**src/sem_pkg.sv**
```systemverilog
// sem_pkg: shared constants and types of the sobel edge magnitude block
// no dependencies; used by every module under src

package sem_pkg;

   // configuration defaults and limits
   localparam int MAX_WIDTH_DEFAULT = 2048;
   localparam int MIN_WIDTH         = 3;
   localparam int LINE_WIDTH_W      = 12;
   localparam logic [LINE_WIDTH_W-1:0] LINE_WIDTH_RESET = 12'd1920;

   // register map: word index of each register
   localparam logic REG_LINE_WIDTH = 1'b0;

   // depth of the queue between front and back
   localparam int QUEUE_DEPTH = 4;

   // saturated magnitude
   localparam logic [7:0] MAG_MAX = 8'd255;

   // one classified request handed from front to back
   typedef struct packed {
      logic [7:0] two_lines;
      logic [7:0] one_line;
      logic [7:0] pixel;
      logic       window_full;
   } item_type;

endpackage

```
**src/sem_queue.sv**
```systemverilog
// sem_queue: short first-in first-out queue of item_type between front and back
// depends on sem_pkg

module sem_queue #(
   parameter int DEPTH = sem_pkg::QUEUE_DEPTH
) (
   input  logic                         clock,
   input  logic                         reset,
   input  logic                         push,
   input  sem_pkg::item_type            push_item,
   input  logic                         pop,
   output sem_pkg::item_type            pop_item,
   output logic                         empty,
   output logic [$clog2(DEPTH+1)-1:0]   count
);

   localparam int IW = (DEPTH > 1) ? $clog2(DEPTH) : 1;
   localparam int CW = $clog2(DEPTH + 1);

   sem_pkg::item_type slots_ff [DEPTH];
   logic [IW-1:0] wr_ptr_ff, wr_ptr_in;
   logic [IW-1:0] rd_ptr_ff, rd_ptr_in;
   logic [CW-1:0] count_ff, count_in;

   // pointer and count update
   always_comb begin
      wr_ptr_in = wr_ptr_ff;
      rd_ptr_in = rd_ptr_ff;
      count_in  = count_ff;
      if (push) begin
         wr_ptr_in = (wr_ptr_ff == IW'(DEPTH - 1)) ? '0 : wr_ptr_ff + IW'(1);
      end
      if (pop) begin
         rd_ptr_in = (rd_ptr_ff == IW'(DEPTH - 1)) ? '0 : rd_ptr_ff + IW'(1);
      end
      if (push && !pop) begin
         count_in = count_ff + CW'(1);
      end else if (pop && !push) begin
         count_in = count_ff - CW'(1);
      end
   end

   always_ff @(posedge clock) begin
      if (reset) begin
         wr_ptr_ff <= '0;
         rd_ptr_ff <= '0;
         count_ff  <= '0;
      end else begin
         wr_ptr_ff <= wr_ptr_in;
         rd_ptr_ff <= rd_ptr_in;
         count_ff  <= count_in;
      end
   end

   // storage
   always_ff @(posedge clock) begin
      if (push) begin
         slots_ff[wr_ptr_ff] <= push_item;
      end
   end

   assign pop_item = slots_ff[rd_ptr_ff];
   assign empty    = (count_ff == '0);
   assign count    = count_ff;

endmodule

```
**config.mk**
```make
export PLATFORM = sky130hd
export DESIGN_NAME = sem_queue
export DESIGN_NICKNAME = d
export VERILOG_FILES = /design/src/sem_pkg.sv /design/src/sem_queue.sv
export SDC_FILE = /design/constraint.sdc
export NUM_CORES = 1
export LEC_CHECK = 0
export ABC_AREA = 1
export BUFFER_PORTS_ARGS = -buffer_cell sky130_fd_sc_hd__clkbuf_2
export CORE_MARGIN = 10
export CORE_UTILIZATION = 45
export CTS_BUF_LIST = sky130_fd_sc_hd__clkbuf_8
export DETAILED_ROUTE_END_ITERATION = 10
export PLACE_DENSITY = 0.65
export SLEW_MARGIN = 20
export SYNTH_ARGS = -nofsm -noshare
export SYNTH_HDL_FRONTEND = slang
export SYNTH_SLANG_ARGS = --single-unit
```
**constraint.sdc**
```tcl
create_clock -name clock -period 2.1 [get_ports clock]
set_clock_uncertainty 0.2 [all_clocks]
set_input_delay 0.315 -clock clock [delete_from_list [all_inputs] [get_ports clock]]
set_output_delay 0.315 -clock clock [all_outputs]
set_load 0.02 [all_outputs]
```
Word level (Yosys, flattened, before mapping):

Memory sizes are Yosys's and may differ from the RTL's. A register that Yosys moved wholly into a read port is not among the register bits.
Index checks and enable logic that the tools add are counted.
Widths: inputs -> output; s select.

* output and inout port bits: 29
* latch bits: 0
* memories: 1
* input bits: 29
* flip-flop bits (word level): 7
* memory bits (writable): 100
* bits in read-only memories: 0
* logic and storage cells: 24

* add/sub/neg operators: 4
* shifts and indexed selects: 0
* bitwise operators: 0
* multipliers: 0
* $lt $le $gt $ge: 0
* equality and inequality tests: 2
* div/mod/pow operators: 0
* mux-type cells: 8
* reduce and logical (&&, ||, !) cells: 6

Memories
* slots_ff: words 4, bits a word 25, rd ports 1, clocked after memory_dff 1, wr ports 1, line sem_queue.sv:20 `sem_pkg::item_type slots_ff [DEPTH];`

Operator list (number)
* $mux 2: 4
* $mux 3: 2
* $add 2x1->2 const B: 2
* $eq 2x2->1 const B: 2
* $add 3x1->3 const B: 1
* $logic_not 3->1: 1
* $sub 3x1->3 const B: 1
* $logic_and 1x1->1: 2
* $logic_not 1->1: 2
* $mux 1: 2
* $reduce_bool 2->1: 1

Longest topological paths before layout:

Gate-level depths: netlist of the first run.

* depth after elaboration: 4
* gate-level depth with buffers: 10
* depth with buffers taken out: 10

Least setup slack after synthesis of the first run:

No wires, ideal clock.

* path type: reg-to-reg
* start: register wr_ptr_ff[0]
* end: memory slots_ff[3][0] (netlist name), enable pin
* setup time: 0.380 ns
* required time: 1.520 ns
* path buffers: 0
* period minus slack after synthesis: 1.669 ns
* cell stages (with the launch flop): 4
* path slack: 0.431 ns
* data arrival time: 1.089 ns
* cell sequence: dfxtp_1 -> ha_1 -> nand2_1 -> inv_1

RTL lines
* from (decl): line sem_queue.sv:21 `logic [IW-1:0] wr_ptr_ff, wr_ptr_in;`
* from (signal assigned): line sem_queue.sv:49 `wr_ptr_ff <= wr_ptr_in;`
* to (decl): line sem_queue.sv:20

No word-level cell before the write port.

==> metrics.csv, run 1 <==
stage,metric,value,unit
status,run status,"finished, final reports clean",
setup_path,Reg-to-Reg Start,wr_ptr_ff[0],
timing,slew margin rel.,82.3,%
timing,fin crit share,97.1,%
timing,max-slew violation count,0,
placed_design,gp weighted congestion,0.750,
finish,Filler cells,738,
grt,GRT overflow,0,
job,Maximum Capacitance Violations,0,
floorplan,Die Y,116,µm
floorplan,row cnt,35,
synth,cell count after synthesis,300,
setup_path,CP arrival,1.52,ns
setup_path,critical path class,register to output port,
routing,Detailed Routing Iterations Pass 1,6,
grt,met2 usage,19.9,%
setup_path,CP Data Required Time,1.58,ns
floorplan,Die W,116,µm
grt,pin count of the biggest net entering global routing,27,
synth,post-synthesis sequential area ratio,76.5,%
setup_path,Setup crit end kind,output port,
grt,overall global routing resource usage,12.6,%
timing,Least-Margin Pin Slew,0.263,ns
grt,GR Layer Usage met3,4.16,%
synth,YS warnings,0,
pwr,peak supply drop,370,µV
grt,met1 usage,15.3,%
cts,root buffer cell,clkbuf_8,
finish,Layout area overhead,23.0,%
routing,DR iter-0 viols,147,
finish,count of non-filler cells in the finished layout,509,
cts,H-tree depth,3,
finish,final instance area,5120,µm²
setup_path,Max Fanout on Critical Path,26,
finish,Nets,428,
finish,final core occ,56.2,%
floorplan,Starting Density,45.7,%
placed_design,DP HPWL,5210,µm
floorplan,num ports,58,
synth,Yosys cell types,20,
setup_path,R2R depth,4,
timing,RSZ-0062 raised after global routing,yes,
cts,"Clk Latency, worst-skew pair",0.36,ns
timing,fmax,490,MHz
placed_design,pre-CTS setup slack,0.224,ns
grt,first-pass GRT wire length,13100,µm
synth,Seq cells post-synth,109,
routing,DR vias,2665,
setup_path,reg-to-reg setup timing slack,0.49,ns
pwr,clock share of power,25.5,%
routing,"antenna viol nets, final",0,
min_path,Hold Crit Start,pop,
timing,Tmin final,2.04,ns
min_path,Hold Crit Depth,4,
pwr,NetSw,0.00109,W
routing,Routed WL,8330,µm
synth,Syn Nets,336,
pwr,Pint,0.00313,W
placed_design,placed cell areas,4610,µm²
setup_path,reg-to-reg endpoint,slots_ff[3][5],
timing,Final Hold Viols,0,
pwr,pwr dens,825,nW/µm²
grt,initial antenna violation count,0,
pwr,Reg power frac,59.4,%
timing,Worst Slack Setup Final,0.0602,ns
floorplan,Core Area,9110,µm²
pwr,Pleak,1.91,nW
pwr,sw frac,25.8,%
floorplan,die area,13500,µm²
routing,Via density,5.24,
routing,wire length per cell,16.4,µm
synth,Post-Syn Area,4160,µm²
pwr,Comb pwr share,15.1,%
timing,Final setup viols,0,
grt,grt peak-use layer,met2,
grt,number of global-route vias before repair,2601,
routing,# DRC,0,
cts,clock buffer depth,2,
cts,clock-pin slew on the worst setup and hold paths,0.09,ns
synth,Syn Area/Cell,13.9,µm²
placed_design,I/O Buffers,57,
setup_path,critical path startpoint category,register,
cts,CTS sink cnt,109,
min_path,Worst Hold Class,input port to register,
cts,CTS tree,yes,
placed_design,placed insts,465,
cts,total CTS buffers,9,
finish,share of cells above drive strength 1,23.4,%
==> sequential cells by signal, indices dropped and copies added (netlist names), named ones only <==
signal     count
count          3
rd_ptr_ff      2
slots_ff     100
wr_ptr_ff      2
==> cell usage in the layout (no fill, tap or decap), types with 2 or more instances in the layout <==
master	instances
nand2_1	8
buf_4	18
o22ai_1	21
o21ai_0	39
dlygate4sd3_1	26
o22ai_2	4
inv_1	15
clkinvlp_4	4
buf_2	6
clkinv_2	2
ha_1	6
nor2_1	58
clkbuf_2	42
a21oi_1	3
o21ai_1	14
edfxtp_1	100
nor3_1	3
clkbuf_8	9
dfxtp_1	7
buf_12	3
==> per-layer routing <==
metal / part of all wire (%) / vias up
li1: - / 1282
met1: 43 / 1284
met2: 48 / 84
met3: 7.1 / 15
met4: 1.8 / 0
met5: 0 / -
==> cells in the mapped netlist, drive strengths merged <==
cell type | number | share of area (%)
o22ai | 25 | 3.8
a21oi | 3 | 0.36
ha | 6 | 1.8
nand4 | 1 | 0.15
nand3 | 1 | 0.12
fa | 1 | 0.48
xor2 | 1 | 0.21
nor2 | 58 | 5.2
nor3 | 3 | 0.36
o21ai | 53 | 6.4
edfxtp | 100 | 72
dfxtp | 9 | 4.3
nand2 | 8 | 0.72
buf | 15 | 2.4
inv | 16 | 1.5
==> worst max-delay path by stage <==
stage,depth (start not counted),end,start
2_1_floorplan,3,slots_ff[3][0],wr_ptr_ff[0]
3_3_place_gp,4,pop_item[24],register
5_1_grt,5,pop_item[24],register
4_1_cts,5,pop_item[24],register
6_report,5,pop_item[24],register
3_5_place_dp,4,pop_item[24],register
==> final cells by class <==
class / instances / area, µm² / share of cell area (%)
Antenna cell: 1 / 2.50 / 0.0489
Clock inverter: 7 / 43.8 / 0.856
Clock buffer: 9 / 124 / 2.42
Inverter: 16 / 70.1 / 1.37
Timing Repair Buffer: 96 / 711 / 13.9
Tap cell: 111 / 139 / 2.71
Sequential cell: 109 / 3190 / 62.3
Multi-Input combinational cell: 160 / 840 / 16.4
==> stage by stage <==
stage	setup TNS, ns	hold WS (ns)	power (W)
after global placement	0	0.313	0.00312
final	0	0.0997	0.00422
after floorplan	0	0.187	0.00291
after CTS	0	0.0829	0.00425
after global routing	-0.0854	0.106	0.00442
after detailed placement	0	0.328	0.00314
==> timing repair <==
item	4_1_cts	5_1_grt
endpoints found under the hold margin	104	0
setup endpoints to repair	25	18
gates resized for setup	8	27
pin swaps	0	0
hold buffers	26	0
buffers inserted	1	0
==> worst max-delay path, cell delays in order, from the launching register on <==
cell and delay [ns]:
dfxtp_4 0.40, inv_8 0.12, buf_12 0.18, nor2_1 0.07, o22ai_2 0.20, buf_4 0.17
==> logic make-up after synthesis <==
logic type	synth area share, %
buffers and inverters	3.94
and+or+nand+nor	6.58
xor gates and xnor gates	0.211
AOI/OAI and AO/OA	10.5
DFF	76.5
adders and majority gates	2.28
==> power groups by stage <==
stage,clock (W),sequential (W),combinational [W]
2_1_floorplan,0,0.00256,0.000348
3_3_place_gp,0,0.00256,0.000567
3_5_place_dp,0,0.00256,0.000575
4_1_cts,0.00111,0.00251,0.000624
5_1_grt,0.00119,0.00252,0.000704
6_report,0.00108,0.00251,0.000638
(Power assumes the default switching activity.)
==> inputs of run 2 (changes only) <==
CORE_UTILIZATION = 39   (was 45)
PLACE_DENSITY = not set   (was 0.65)
==> metrics.csv, run 2 (same netlist as run 1, synthesis figures left out) <==
stage,metric,value,unit
routing,DR iter-0 viols,146,
finish,Layout area overhead,23.6,%
timing,Least-Margin Pin Slew,0.377,ns
finish,max reg flops,100,
pwr,Final Power,0.00433,W
cts,H-tree depth,3,
routing,# DRC,0,
status,run status,"finished, final reports clean",
grt,number of global-route vias before repair,2678,
setup_path,CP Data Required Time,1.58,ns
grt,initial antenna violation count,0,
finish,most flop-heavy register,slots_ff,
pwr,Reg power frac,57.9,%
floorplan,row cnt,37,
min_path,Worst Hold Class,input port to register,
placed_design,I/O Buffers,57,
cts,CTS sink cnt,109,
routing,Via density,4.92,
routing,wire length per cell,16.3,µm
routing,DR vias,2648,
finish,Nets,433,
cts,"Clk Latency, worst-skew pair",0.35,ns
grt,first-pass GRT wire length,13800,µm
placed_design,DP HPWL,5620,µm
finish,most frequent cells in the layout,"100 x edfxtp_1, 58 x nor2_1, 54 x clkbuf_2",
finish,Antenna Cells,0,
pwr,NetSw,0.00109,W
timing,Final Hold Viols,0,
cts,total CTS buffers,9,
finish,"most common cell after layout, fill and taps aside",edfxtp_1,
timing,fin crit share,99.5,%
job,Maximum Capacitance Violations,0,
grt,pin count of the biggest net entering global routing,31,
setup_path,critical path startpoint category,register,
routing,Detailed Routing Iterations Pass 1,4,
routing,"antenna viol nets, final",0,
setup_path,critical path class,register to output port,
floorplan,die area,15200,µm²
floorplan,Starting Density,40.1,%
pwr,clock share of power,27.5,%
cts,clock buffer depth,2,
timing,RSZ-0062 raised after global routing,no,
grt,overall global routing resource usage,11.6,%
pwr,Pleak,1.93,nW
finish,share of cells above drive strength 1,22.9,%
pwr,sw frac,25.3,%
timing,Final setup viols,0,
cts,CTS tree,yes,
placed_design,gp weighted congestion,0.731,
finish,Filler cells,944,
setup_path,Setup crit end kind,output port,
grt,GRT overflow,0,
timing,max-slew violation count,0,
floorplan,num ports,58,
pwr,peak supply drop,437,µV
floorplan,Die W,123,µm
timing,Worst Slack Setup Final,0.0113,ns
pwr,pwr dens,842,nW/µm²
floorplan,Die Y,123,µm
cts,root buffer cell,clkbuf_8,
timing,Tmin final,2.09,ns
floorplan,Core Area,10400,µm²
finish,final core occ,49.6,%
pwr,Comb pwr share,14.6,%
setup_path,Max Fanout on Critical Path,14,
cts,clock-pin slew on the worst setup and hold paths,0.09,ns
placed_design,pre-CTS setup slack,0.325,ns
timing,slew margin rel.,74.9,%
setup_path,CP arrival,1.57,ns
routing,Routed WL,8770,µm
pwr,Pint,0.00324,W
setup_path,reg-to-reg setup timing slack,0.53,ns
timing,fmax,479,MHz
-- run 2: cell count changes in the layout (fill, tap and decap cells not counted), moves of 2 or more --
cell / previous run / this run
o22ai_1: 21 / 25
buf_2: 6 / 0
clkinvlp_4: 4 / 1
buf_12: 3 / 1
o21ai_1: 14 / 16
clkbuf_2: 42 / 54
o21ai_0: 39 / 37
o22ai_2: 4 / 0
-- run 2: power groups by stage --
stage / Sequential, W / Clock [W] / Combinational, W
after global placement: 0.00255 / 0 / 0.000572
after global routing: 0.00252 / 0.00130 / 0.000700
final: 0.00251 / 0.00119 / 0.000633
after floorplan: 0.00256 / 0 / 0.000348
after detailed placement: 0.00256 / 0 / 0.000584
after CTS: 0.00251 / 0.00123 / 0.000630
-- run 2: worst max-delay path: stages (launching register included) --
cell and delay [ns]:
dfxtp_4 0.40, buf_4 0.16, inv_6 0.11, nor2_1 0.06
o22ai_1 0.27, clkbuf_2 0.23
-- run 2: layer usage --
metal  GRT usage (%)  part of all wire [%]  up-vias
li1                -                     -     1289
met1            14.2                    44     1278
met2            19.4                    48       69
met3            3.14                   6.0       12
met4            3.86                   1.6        0
met5               0                     0        -
-- run 2: path summary, 6_finish.rpt --
check,start,to,depth (start not counted)
worst max-delay path,register,pop_item[20],5
worst min-delay path,pop,register,4
worst max register to register,wr_ptr_ff[0],slots_ff[2][7],5
worst min register to register,wr_ptr_ff[1],wr_ptr_ff[1],2
-- run 2: cell type report --
cell class / count / area [µm²] / share of cell area [%]
multi-input combinational: 160 / 815 / 15.8
timing repair inverter: 1 / 8.76 / 0.170
timing repair buffer: 100 / 704 / 13.7
clock buffer: 9 / 124 / 2.41
inverter: 16 / 75.1 / 1.46
sequential: 109 / 3190 / 62.0
clock inverter: 7 / 58.8 / 1.14
tap: 136 / 170 / 3.31
-- run 2: through the flow --
step | area, µm² | instances | hold slack [ns] | TNS, ns
2_1_floorplan | 4160 | 300 | 0.187 | 0
3_3_place_gp | 4640 | 494 | 0.305 | 0
3_5_place_dp | 4640 | 494 | 0.325 | 0
4_1_cts | 5100 | 536 | 0.0971 | -0.103
5_1_grt | 5140 | 538 | 0.138 | 0
6_report | 5140 | 538 | 0.118 | 0
-- run 2: what timing repair did --
| item | 4_1_cts | 5_1_grt |
|---|---|---|
| resized for setup | 7 | 13 |
| hold buffers | 26 | 0 |
| endpoints found under the hold margin | 104 | 0 |
| cloned | 0 | 1 |
| endpoints found under the setup margin | 22 | 21 |
| pin swaps | 1 | 3 |
| buffers inserted | 0 | 1 |
