===== src/sem_pkg.sv =====
// sem_pkg: shared constants and types of the sobel edge magnitude block
// no dependencies; used by every module under src

package sem_pkg;

   // configuration defaults and limits
   localparam int MAX_WIDTH_DEFAULT = 2048;
   localparam int MIN_WIDTH         = 3;
   localparam int LINE_WIDTH_W      = 12;
   localparam logic [LINE_WIDTH_W-1:0] LINE_WIDTH_RESET = 12'd1920;

   // register map: word index of each register
   localparam logic REG_LINE_WIDTH = 1'b0;

   // depth of the queue between front and back
   localparam int QUEUE_DEPTH = 4;

   // saturated magnitude
   localparam logic [7:0] MAG_MAX = 8'd255;

   // one classified request handed from front to back
   typedef struct packed {
      logic [7:0] two_lines;
      logic [7:0] one_line;
      logic [7:0] pixel;
      logic       window_full;
   } item_type;

endpackage


===== src/sem_back.sv =====
// sem_back: 3x3 window, sobel gradients, squares and iterative square root
// depends on sem_pkg; drains sem_queue and drives the response register

module sem_back (
   input  logic               clock,
   input  logic               reset,
   input  logic               queue_empty,
   input  sem_pkg::item_type  queue_item,
   output logic               pop,
   output logic               rsp_valid,
   input  logic               rsp_ready,
   output logic [7:0]         rsp_magnitude,
   output logic               rsp_window_full
);

   typedef enum logic [4:0] {
      ST_IDLE = 5'b00001,
      ST_GRAD = 5'b00010,
      ST_SQR  = 5'b00100,
      ST_ROOT = 5'b01000,
      ST_HOLD = 5'b10000
   } state_type;

   state_type state_ff, state_in;

   logic [7:0]         win_ff [3][3];
   logic               full_ff;
   logic signed [11:0] gx_ff, gy_ff;
   logic               sat_ff;
   logic [15:0]        val_ff;
   logic [11:0]        rem_ff;
   logic [7:0]         root_ff;
   logic [2:0]         step_ff;
   logic               out_valid_ff, out_valid_in;
   logic [7:0]         out_mag_ff;
   logic               out_full_ff;

   logic signed [11:0] gx_c, gy_c;
   logic signed [23:0] gx_sq, gy_sq;
   logic [20:0]        sum_sq;
   logic [11:0]        rem_t, trial;
   logic               out_load;

   assign pop      = (state_ff == ST_IDLE) && !queue_empty;
   assign out_load = (state_ff == ST_HOLD) && (!out_valid_ff || rsp_ready);

   // sobel kernels over the current window
   always_comb begin
      gx_c = (12'(win_ff[0][2]) - 12'(win_ff[0][0]))
           + ((12'(win_ff[1][2]) - 12'(win_ff[1][0])) <<< 1)
           + (12'(win_ff[2][2]) - 12'(win_ff[2][0]));
      gy_c = (12'(win_ff[2][0]) + (12'(win_ff[2][1]) <<< 1) + 12'(win_ff[2][2]))
           - (12'(win_ff[0][0]) + (12'(win_ff[0][1]) <<< 1) + 12'(win_ff[0][2]));
   end

   // squared gradients
   assign gx_sq  = gx_ff * gx_ff;
   assign gy_sq  = gy_ff * gy_ff;
   assign sum_sq = gx_sq[20:0] + gy_sq[20:0];

   // one restoring square root step
   assign rem_t = {rem_ff[9:0], val_ff[15:14]};
   assign trial = {2'b00, root_ff, 2'b01};

   // sequencer
   always_comb begin
      state_in = state_ff;
      unique case (state_ff)
         ST_IDLE: if (!queue_empty) state_in = ST_GRAD;
         ST_GRAD: state_in = ST_SQR;
         ST_SQR:  state_in = ST_ROOT;
         ST_ROOT: if (step_ff == 3'd7) state_in = ST_HOLD;
         ST_HOLD: if (out_load) state_in = ST_IDLE;
         default: state_in = ST_IDLE;
      endcase
   end

   // response register
   always_comb begin
      out_valid_in = out_valid_ff;
      if (out_load) begin
         out_valid_in = 1'b1;
      end else if (rsp_ready) begin
         out_valid_in = 1'b0;
      end
   end

   always_ff @(posedge clock) begin
      if (reset) begin
         state_ff     <= ST_IDLE;
         out_valid_ff <= 1'b0;
      end else begin
         state_ff     <= state_in;
         out_valid_ff <= out_valid_in;
      end
   end

   // window shift on each new request
   always_ff @(posedge clock) begin
      if (reset) begin
         for (int r = 0; r < 3; r++) begin
            for (int c = 0; c < 3; c++) begin
               win_ff[r][c] <= '0;
            end
         end
      end else if (pop) begin
         for (int r = 0; r < 3; r++) begin
            win_ff[r][0] <= win_ff[r][1];
            win_ff[r][1] <= win_ff[r][2];
         end
         win_ff[0][2] <= queue_item.two_lines;
         win_ff[1][2] <= queue_item.one_line;
         win_ff[2][2] <= queue_item.pixel;
      end
   end

   // datapath registers
   always_ff @(posedge clock) begin
      if (pop) begin
         full_ff <= queue_item.window_full;
      end
      if (state_ff == ST_GRAD) begin
         gx_ff <= gx_c;
         gy_ff <= gy_c;
      end
      if (state_ff == ST_SQR) begin
         sat_ff  <= (sum_sq[20:16] != 5'd0);
         val_ff  <= sum_sq[15:0];
         rem_ff  <= '0;
         root_ff <= '0;
         step_ff <= '0;
      end
      if (state_ff == ST_ROOT) begin
         val_ff  <= {val_ff[13:0], 2'b00};
         step_ff <= step_ff + 3'd1;
         if (rem_t >= trial) begin
            rem_ff  <= rem_t - trial;
            root_ff <= {root_ff[6:0], 1'b1};
         end else begin
            rem_ff  <= rem_t;
            root_ff <= {root_ff[6:0], 1'b0};
         end
      end
      if (out_load) begin
         out_mag_ff  <= sat_ff ? sem_pkg::MAG_MAX : root_ff;
         out_full_ff <= full_ff;
      end
   end

   assign rsp_valid       = out_valid_ff;
   assign rsp_magnitude   = out_mag_ff;
   assign rsp_window_full = out_full_ff;

endmodule


===== config.mk =====
export PLATFORM = sky130hd
export DESIGN_NAME = sem_back
export DESIGN_NICKNAME = d
export VERILOG_FILES = /design/src/sem_pkg.sv /design/src/sem_back.sv
export SDC_FILE = /design/constraint.sdc
export NUM_CORES = 1
export LEC_CHECK = 0
export CAP_MARGIN = 20
export CORE_ASPECT_RATIO = 1.2
export CORE_MARGIN = 2
export CORE_UTILIZATION = 61
export DETAILED_ROUTE_END_ITERATION = 8
export DONT_BUFFER_PORTS = 1
export HOLD_SLACK_MARGIN = 0.12
export PLACE_DENSITY = 0.81
export SLEW_MARGIN = 10
export SYNTH_ARGS = -nofsm -noshare
export SYNTH_HDL_FRONTEND = slang
export SYNTH_SLANG_ARGS = --single-unit

===== constraint.sdc =====
create_clock -name clock -period 18.6 [get_ports clock]
set_input_delay 0 -clock clock [delete_from_list [all_inputs] [get_ports clock]]
set_output_delay 0 -clock clock [all_outputs]
set_load 0.01 [all_outputs]

---- After elaboration in Yosys (flattened, before gate mapping) ----
Memory sizes are Yosys's and may differ from the RTL's.
Cells that the tools add are included.
word-level totals
  register bits after elaboration ......... 78
  bits in writable memories ............... 72
  input port bits ......................... 29
  output and inout port bits .............. 11
  word-level logic and storage cells ...... 87
  memories ................................ 1
memories
  memory  depth  width  read ports  clocked after Yosys merged registers in  write ports  RTL line        source
  win_ff  3      24     3           0                                        3            sem_back.sv:26  logic [7:0] win_ff [3][3];
cells by class
  add/sub/neg operators ................... 13
  $mul .................................... 2
  $lt $le $gt $ge ......................... 1
  equality and inequality tests ........... 9
  multiplexer cells ....................... 30
  bitwise logic cells ..................... 9
  reductions and logical operators ........ 9
operator list
  kind                                                             count
  8-bit 2-to-1 mux                                                 11
  12-bit by 12-bit multiplier with 21-bit output                   2
  16-bit 2-to-1 mux                                                2
  10-bit 2-to-1 mux                                                3
  8-bit by 8-bit subtractor with 9-bit output                      3
  5-bit one-hot mux with 5 select lines                            1
  10-bit by 8-bit adder with 11-bit output                         2
  21-bit adder                                                     1
  8-bit by 9-bit adder with 10-bit output                          2
  5-bit 2-to-1 mux                                                 3
  11-bit by 9-bit adder with 12-bit output                         1
  12-bit by 10-bit >= comparator with 1-bit output                 1
  11-bit by 11-bit subtractor with 12-bit output                   1
  9-bit by 10-bit adder with 11-bit output                         1
  10-bit subtractor                                                1
  1-bit bitwise OR                                                 9
  1-bit 2-to-1 mux                                                 8
  3-bit 2-to-1 mux                                                 2
  2-bit != test, second input constant                             3
  5-bit by 1-bit == test with 1-bit output, second input constant  1
  5-bit by 2-bit == test with 1-bit output, second input constant  1
  5-bit by 3-bit == test with 1-bit output, second input constant  1
  5-bit by 4-bit == test with 1-bit output, second input constant  1
  5-bit == test, second input constant                             1
  8 further kinds                                                  11

---- Logic depth before layout (Yosys ltp) ----
Gate-level depths: netlist of run 1.
  word-level depth ........................ 6
  mapped depth ............................ 25
  depth with buffers taken out ............ 24

---- Least setup slack after synthesis of run 1 ----
OpenSTA, ideal clock, no wires.
  kind .................................... register -> register
  from .................................... reg gx_ff[11]
  to ...................................... reg sat_ff (data pin)
  setup time .............................. 256 ps
  data arrival time ....................... 5936 ps
  required time ........................... 18344 ps
  path slack .............................. 12408 ps
  stages on the path, launching flop included .. 23
  path buffers ............................ 2
  clock period less this slack ............ 6192 ps
  cells stage by stage .................... edfxtp_1 buf_4 clkbuf_1 nand2_1 inv_1 fa_1 inv_1 fa_1 fa_1 fa_1 fa_1 inv_1 fa_1 inv_1 fa_1 inv_1 ha_1 and3_1 o211ai_1 o22ai_1 mux2i_1 o211a_1 o21ai_1
on the way
  longest elaborated chain between the ends .. 3
ends and longest elaborated chain
  element                                         RTL line         source
  from (decl)                                     sem_back.sv:28   logic signed [11:0] gx_ff, gy_ff;
  from (signal assigned)                          sem_back.sv:123  gx_ff <= gx_c;
  12-bit by 12-bit multiplier with 21-bit output  sem_back.sv:57   assign gx_sq = gx_ff * gx_ff;
  21-bit adder                                    sem_back.sv:59   assign sum_sq = gx_sq[20:0] + gy_sq[20:0];
  5-bit nonzero test                              sem_back.sv:127  sat_ff <= (sum_sq[20:16] != 5'd0);
  to (signal assigned)                            sem_back.sv:127
  to (decl)                                       sem_back.sv:29   logic sat_ff;
No other way between the ends.
A chain may end at the register's enable or synchronous reset.

---- Final worst setup path of run 1 ----
  from .................................... reg gy_ff[11]
  to ...................................... reg sat_ff (data pin)
on the way
  longest elaborated chain between the ends .. 3
ends and longest elaborated chain
  element                                         RTL line         source
  from (decl)                                     sem_back.sv:28
  from (signal assigned)                          sem_back.sv:124  gy_ff <= gy_c;
  12-bit by 12-bit multiplier with 21-bit output  sem_back.sv:58   assign gy_sq = gy_ff * gy_ff;
  21-bit adder                                    sem_back.sv:59
  5-bit nonzero test                              sem_back.sv:127
No other way between the ends.

==> flow_metrics.py, run 1 <==
metrics = {
    "layout": {
        "layout.cells.non_filler": 2051,
        "multi_input_area_sq_mm": 0.01113,
        "seq_area_sq_mm": 0.004424,
        "fill_cells": 2079,
        "diodes": 0,
        "drive_gt1_frac": 0.03947,
        "fin_nets": 2116,
        "fin_area_sq_mm": 0.01861,
        "syn_to_final_growth_pct": 7.215,
    },
    "place": {
        "port_buffers": 0,
        "hpwl_um": 26810,
        "globalplace.congestion": 0.9172,
        "dpl-instance-area_sq_mm": 0.01768,
        "dp_cells": 1988,
    },
    "synthesis": {
        "syn_area_sq_mm": 0.01736,
        "yosys_warnings": 0,
        "syn_inst": 1643,
        "ys_ff_latch": 150,
        "yosysSeqAreaShare": 0.2548,
        "synth.avg_cell_area_sq_um": 10.57,
        "synth_nets": 2100,
        "synth_edf_count": 142,
        "synth_cell_types": 58,
        "synthArstFlopShare": 0,
        "synthFlopType": "edfxtp_1",
    },
    "drt": {
        "firstDrtPassIters": 5,
        "routedWlPerCell_um": 16.17,
        "ant_nets": 0,
        "via_per_inst": 5.258,
        "wirelength_um": 33170,
        "vias": 10780,
        "initialDrtViolationCount": 421,
        "drc": 0,
    },
    "clock_network": {
        "cts_tree": "done",
        "root_buffer": "clkbuf_16",
        "clk_path_buf_depth": 2,
        "cts.sinks": 150,
        "cts_buffers": 17,
        "ctsHtreeMaxLevel": 4,
        "postCtsResizedCells": 0,
        "clk-insertion-delay-late_ps": 430,
        "cts_setup_buffers": 0,
        "clk_pin_slew_ps": 70,
    },
    "sta": {
        "relSlewSlack": 0.2407,
        "worst_pin_slew_ps": 1137,
        "finalHoldViolations": 0,
        "period_minus_slack_ps": 6768,
        "skew_ps": 9.850,
        "rsz0062_at_grt": "false",
        "period_share": 0.3639,
        "fmax_mhz": 147.8,
        "maxSlewViolCount": 0,
        "final-setup-viol-count": 0,
        "fin_tns_setup_ps": 0,
    },
    "setup_path": {
        "r2r_cells": 18,
        "slowest_stage": "fa_1",
        "crit_path_end": "sat_ff",
        "worstPathCellList": "nand2_1 > fa_1 > inv_1 > fa_1 > fa_1 > fa_1 > fa_1 > fa_1 > inv_1 > fa_1 > inv_1 > ha_1 > and3_1 > o211ai_1 > o22ai_1 > mux2i_1 > o211a_1 > o21ai_1",
        "critPathLaunch": "gy_ff[11]",
        "required_ps": 18790,
        "cp.arrival_ps": 6960,
        "r2r-start": "gy_ff[11]",
        "cp_common_cell": "fa_1",
        "r2r_end": "sat_ff",
        "critPathLaunchType": "flop",
        "crit_path_end_kind": "flop",
        "worstPathMaxFanout": 20,
        "crit_type": "reg -> reg",
        "slowest_delay_ps": 850,
        "r2r_slack_ps": 11830,
    },
    "global_route": {
        "antenna_found_initial": 0,
        "grt_pass1_wl_um": 56520,
        "track_usage": 0.2422,
        "overflow": 0,
        "grt_pass1_vias": 12030,
        "grt_max_degree": 73,
    },
    "run": {
        "cap_violations": 0,
    },
    "floorplan": {
        "dieArea_sq_mm": 0.02983,
        "initial_core_util": 0.6200,
        "die_x_um": 158,
        "core_sq_mm": 0.02800,
        "num_io_pins": 40,
        "die_h_um": 188.8,
        "num_rows": 67,
    },
    "status": {
        "outcome": "complete, no violations",
    },
    "hold_path": {
        "hp-class": "in -> reg",
    },
}
-- per-layer routing --
layer / global-route usage / vias to the layer above / routed length [um]
met4: 0.08455 / 0 / 1064
met1: 0.2868 / 5433 / 12790
met5: 0 / - / 0
met3: 0.03105 / 76 / 1146
met2: 0.4485 / 232 / 18180
li1: - / 5043 / -
-- critical path: cells and delay by family, from the launching register on --
kind,cells,cell delay (ps)
compound gates,4,550
mux,1,210
flops,1,800
buf+inv,3,220
fa+ha+maj,8,4220
simple gates,2,490
-- flip-flops by register name, indices dropped and copies added (netlist names) --
register / count
full_ff: 1
gx_ff: 12
gy_ff: 12
rem_ff: 10
root_ff: 8
rsp_magnitude: 8
rsp_valid: 1
rsp_window_full: 1
sat_ff: 1
state_ff: 5
step_ff: 3
val_ff: 16
win_ff: 72
-- worst min-delay path by stage --
stage             startpoint      end  slack (ps)  cells past startpoint
2_1_floorplan    queue_empty      pop          60                      1
3_3_place_gp     queue_empty      pop          70                      1
3_5_place_dp     queue_empty      pop          70                      1
4_1_cts        queue_item[0]  full_ff         180                      1
5_1_grt        queue_item[0]  full_ff         200                      1
6_report       queue_item[0]  full_ff         210                      1
-- layout make-up --
type	count	area share
inverter	437	0.08813
tap	379	0.02548
timing repair buffer	33	0.01802
clock buffer	20	0.02507
sequential	150	0.2377
multi-input combinational	1020	0.5979
clock inverter	12	0.007663
-- metrics by stage --
stage | utilization | hold WS (ps) | setup slack (ps)
finish | 0.6648 | 214.4 | 11830
global route | 0.6648 | 201.4 | 11500
CTS | 0.6640 | 182.8 | 11850
detailed placement | 0.6316 | 69.75 | 11860
global placement | 0.6316 | 66.80 | 11960
floorplan | - | 62.12 | 12410
-- cell usage after synthesis (all sizes together) (2+ instances only) --
library cell  instances  area (sq um)
nand3                 3         15.01
a211oi                3         22.52
o211ai                5         37.54
nand2b               18         112.6
fa                  286          5725
a31oi                 5         31.28
edfxtp              142          4264
xor2                 20         175.2
or3                   5         31.28
nor4                  2         12.51
and3                  2         12.51
o21a                  7         52.55
mux2i                 6         60.06
inv                 436          1637
xnor2                57         499.2
nor3                 12         65.06
o21bai                6         45.04
buf                   6         53.79
dfxtp                 8         160.2
nand3b                5         41.29
a21boi                2         15.01
a22o                  4         35.03
o21ai                37         200.2
nor2b                19         118.9
a21oi                43         222.7
a21o                 27         202.7
and2                133         857.1
o2bb2ai               2         17.52
clkbuf               30         112.6
or2                  11         68.82
nor2                 43         171.4
ha                  142          1777
nand2               100         375.4
nand4                 3         18.77
-- cells in the final DEF (no fill, tap or decap), types with 6 or more instances in the layout --
cell type and n:
nor2b_1 19, and2_1 123, or2_2 11, a21o_1 27
xor2_1 20, xnor2_1 57, inv_1 436, o21a_1 7
fa_1 286, ha_1 142, nor3_1 11, clkbuf_16 17
dfxtp_1 8, and2_4 10, dlygate4sd3_1 30, edfxtp_1 142
a21oi_1 41, nand2b_1 18, o21ai_0 32, mux2i_1 6
o21bai_1 6, nand2_1 100, nor2_1 41
-- kinds of logic after synthesis --
group,count (synthesis),synth area share
flops,150,0.2548
compound gates,150,0.05550
mux,7,0.004108
fa+ha+maj,428,0.4321
xor+xnor,77,0.03885
buf+inv,473,0.1041
simple gates,358,0.1105
-- timing repair --
item	CTS	global route
endpoints found under the setup margin	0	0
hold endpoints to repair	37	0
hold buffers	30	0
Power of run 1 is not shown: default switching activity piles up to over one toggle a cycle in this logic, so the estimate is an artifact.
==> run 2: changes to the inputs <==
==> constraint.sdc (replaced) <==
create_clock -name clock -period 6.95 [get_ports clock]
set_input_delay 0 -clock clock [delete_from_list [all_inputs] [get_ports clock]]
set_output_delay 0 -clock clock [all_outputs]
set_load 0.01 [all_outputs]
==> run 2 against run 1 <==
Compared with the run above:
- register-to-register slack got worse by 12000 ps
- via count up 1.3%
- largest cell class unchanged
- count of clock-buffer cells in the layout down 1
==> flow_metrics.py, run 2 (same netlist as run 1, synthesis figures left out) <==
metrics = {
    "run": {
        "cap_violations": 0,
    },
    "hold_path": {
        "hold_depth": 1,
        "worstHoldEndpoint": "full_ff",
        "holdCritStartpoint": "queue_item[0]",
        "hp-class": "in -> reg",
    },
    "layout": {
        "multi_input_area_sq_mm": 0.01114,
        "reg.largest.list": "win_ff x72, val_ff x16",
        "seq_area_sq_mm": 0.004424,
        "fill_cells": 2098,
        "diodes": 0,
        "syn_to_final_growth_pct": 7.849,
        "fin_nets": 2128,
        "regMostFlops": "win_ff",
        "final_common_cell": "inv_1",
        "largest_reg_flops": 72,
        "drive_gt1_frac": 0.04691,
        "final_cell_mix": "inv_1, fa_1, ha_1, edfxtp_1, and2_1",
    },
    "setup_path": {
        "required_ps": 7150,
        "r2r_end": "sat_ff",
        "cp.arrival_ps": 6860,
        "crit_type": "reg -> reg",
        "r2r-start": "gy_ff[11]",
        "worstPathMaxFanout": 14,
        "r2r_cells": 18,
        "crit_path_end_kind": "flop",
        "r2r_slack_ps": 290,
        "critPathLaunchType": "flop",
    },
    "clock_network": {
        "clk_path_buf_depth": 2,
        "root_buffer": "clkbuf_16",
        "clk_pin_slew_ps": 70,
        "cts.sinks": 150,
        "cts_tree": "done",
        "clk-insertion-delay-late_ps": 440,
        "cts_buffers": 17,
        "ctsHtreeMaxLevel": 4,
    },
    "global_route": {
        "overflow": 0,
        "track_usage": 0.2566,
        "grt_max_degree": 73,
        "antenna_found_initial": 0,
        "grt_pass1_wl_um": 59310,
        "grt_pass1_vias": 12310,
    },
    "drt": {
        "firstDrtPassIters": 7,
        "wirelength_um": 34960,
        "ant_nets": 0,
        "drc": 0,
        "via_per_inst": 5.297,
        "initialDrtViolationCount": 645,
        "routedWlPerCell_um": 16.95,
        "vias": 10930,
    },
    "status": {
        "outcome": "complete, no violations",
    },
    "sta": {
        "maxSlewViolCount": 0,
        "period_share": 0.9584,
        "rsz0062_at_grt": "false",
        "fin_tns_setup_ps": 0,
        "final-setup-viol-count": 0,
        "relSlewSlack": 0.3261,
        "period_minus_slack_ps": 6661,
        "fmax_mhz": 150.1,
        "finalHoldViolations": 0,
        "skew_ps": 10.03,
        "worst_pin_slew_ps": 1009,
    },
    "floorplan": {
        "num_io_pins": 40,
        "core_sq_mm": 0.02800,
        "dieArea_sq_mm": 0.02983,
        "initial_core_util": 0.6200,
        "num_rows": 67,
        "die_x_um": 158,
        "die_h_um": 188.8,
    },
    "place": {
        "hpwl_um": 27650,
        "port_buffers": 0,
        "globalplace.congestion": 0.9574,
    },
}
[run 2: cell count changes in the layout (fill, tap and decap cells not counted), sizes merged]
cell      previous run  this run
bufinv               2         3
clkinv               5         6
clkbuf              20        19
clkinvlp             3         2
buf                  3        15
[run 2: per-stage QoR]
stage	hold slack (ps)	setup slack (ps)	cells	cell area, sq um	utilization
after CTS	178.5	219.0	2056	18650	0.6661
after detailed placement	69.54	242.3	1994	17730	0.6332
after floorplan	62.12	758.3	1643	17360	-
after global routing	183.5	13.02	2063	18720	0.6687
after global placement	67.28	415.1	1994	17730	0.6332
final	200.7	289.4	2063	18720	0.6687
[run 2: worst max path at each step]
stage / slack (ps) / end / depth (start not counted) / startpoint
2_1_floorplan: 760 / sat_ff / 22 / gx_ff[11]
3_5_place_dp: 240 / sat_ff / 21 / gx_ff[9]
5_1_grt: 10 / sat_ff / 18 / gy_ff[11]
4_1_cts: 220 / sat_ff / 21 / gx_ff[9]
6_report: 290 / sat_ff / 18 / gy_ff[11]
3_3_place_gp: 420 / sat_ff / 21 / gx_ff[0]
[run 2: layout make-up]
type,count,area share
inverter,437,0.08761
tap,379,0.02533
timing repair buffer,45,0.02272
multi-input combinational,1020,0.5948
sequential,150,0.2363
clock buffer,19,0.02419
clock inverter,13,0.009088
[run 2: critical path, stage by stage, from the launching register on]
cell      delay [ps]
edfxtp_1         680
nand2_1          250
fa_1             830
inv_1            140
fa_1             530
fa_1             450
fa_1             580
fa_1             440
fa_1             510
inv_1             50
fa_1             480
inv_1             50
ha_1             360
and3_1           230
o211ai_1         130
o22ai_1          240
mux2i_1          230
o211a_1          170
o21ai_1           60
[run 2: metal layers]
layer / part of all wire / vias to the layer above / global-route usage
met5: 0 / - / 0
met3: 0.044 / 59 / 0.03864
met2: 0.55 / 270 / 0.4689
li1: - / 5073 / -
met1: 0.38 / 5526 / 0.3067
met4: 0.028 / 0 / 0.08801
[run 2: timing repair]
action / CTS / global route
setup buffers: 0 / 5
hold buffers: 30 / 0
hold endpoints to repair: 37 / 0
resized for setup: 0 / 1
endpoints found under the setup margin: 0 / 1
Power of run 2 is left out for the same reason.
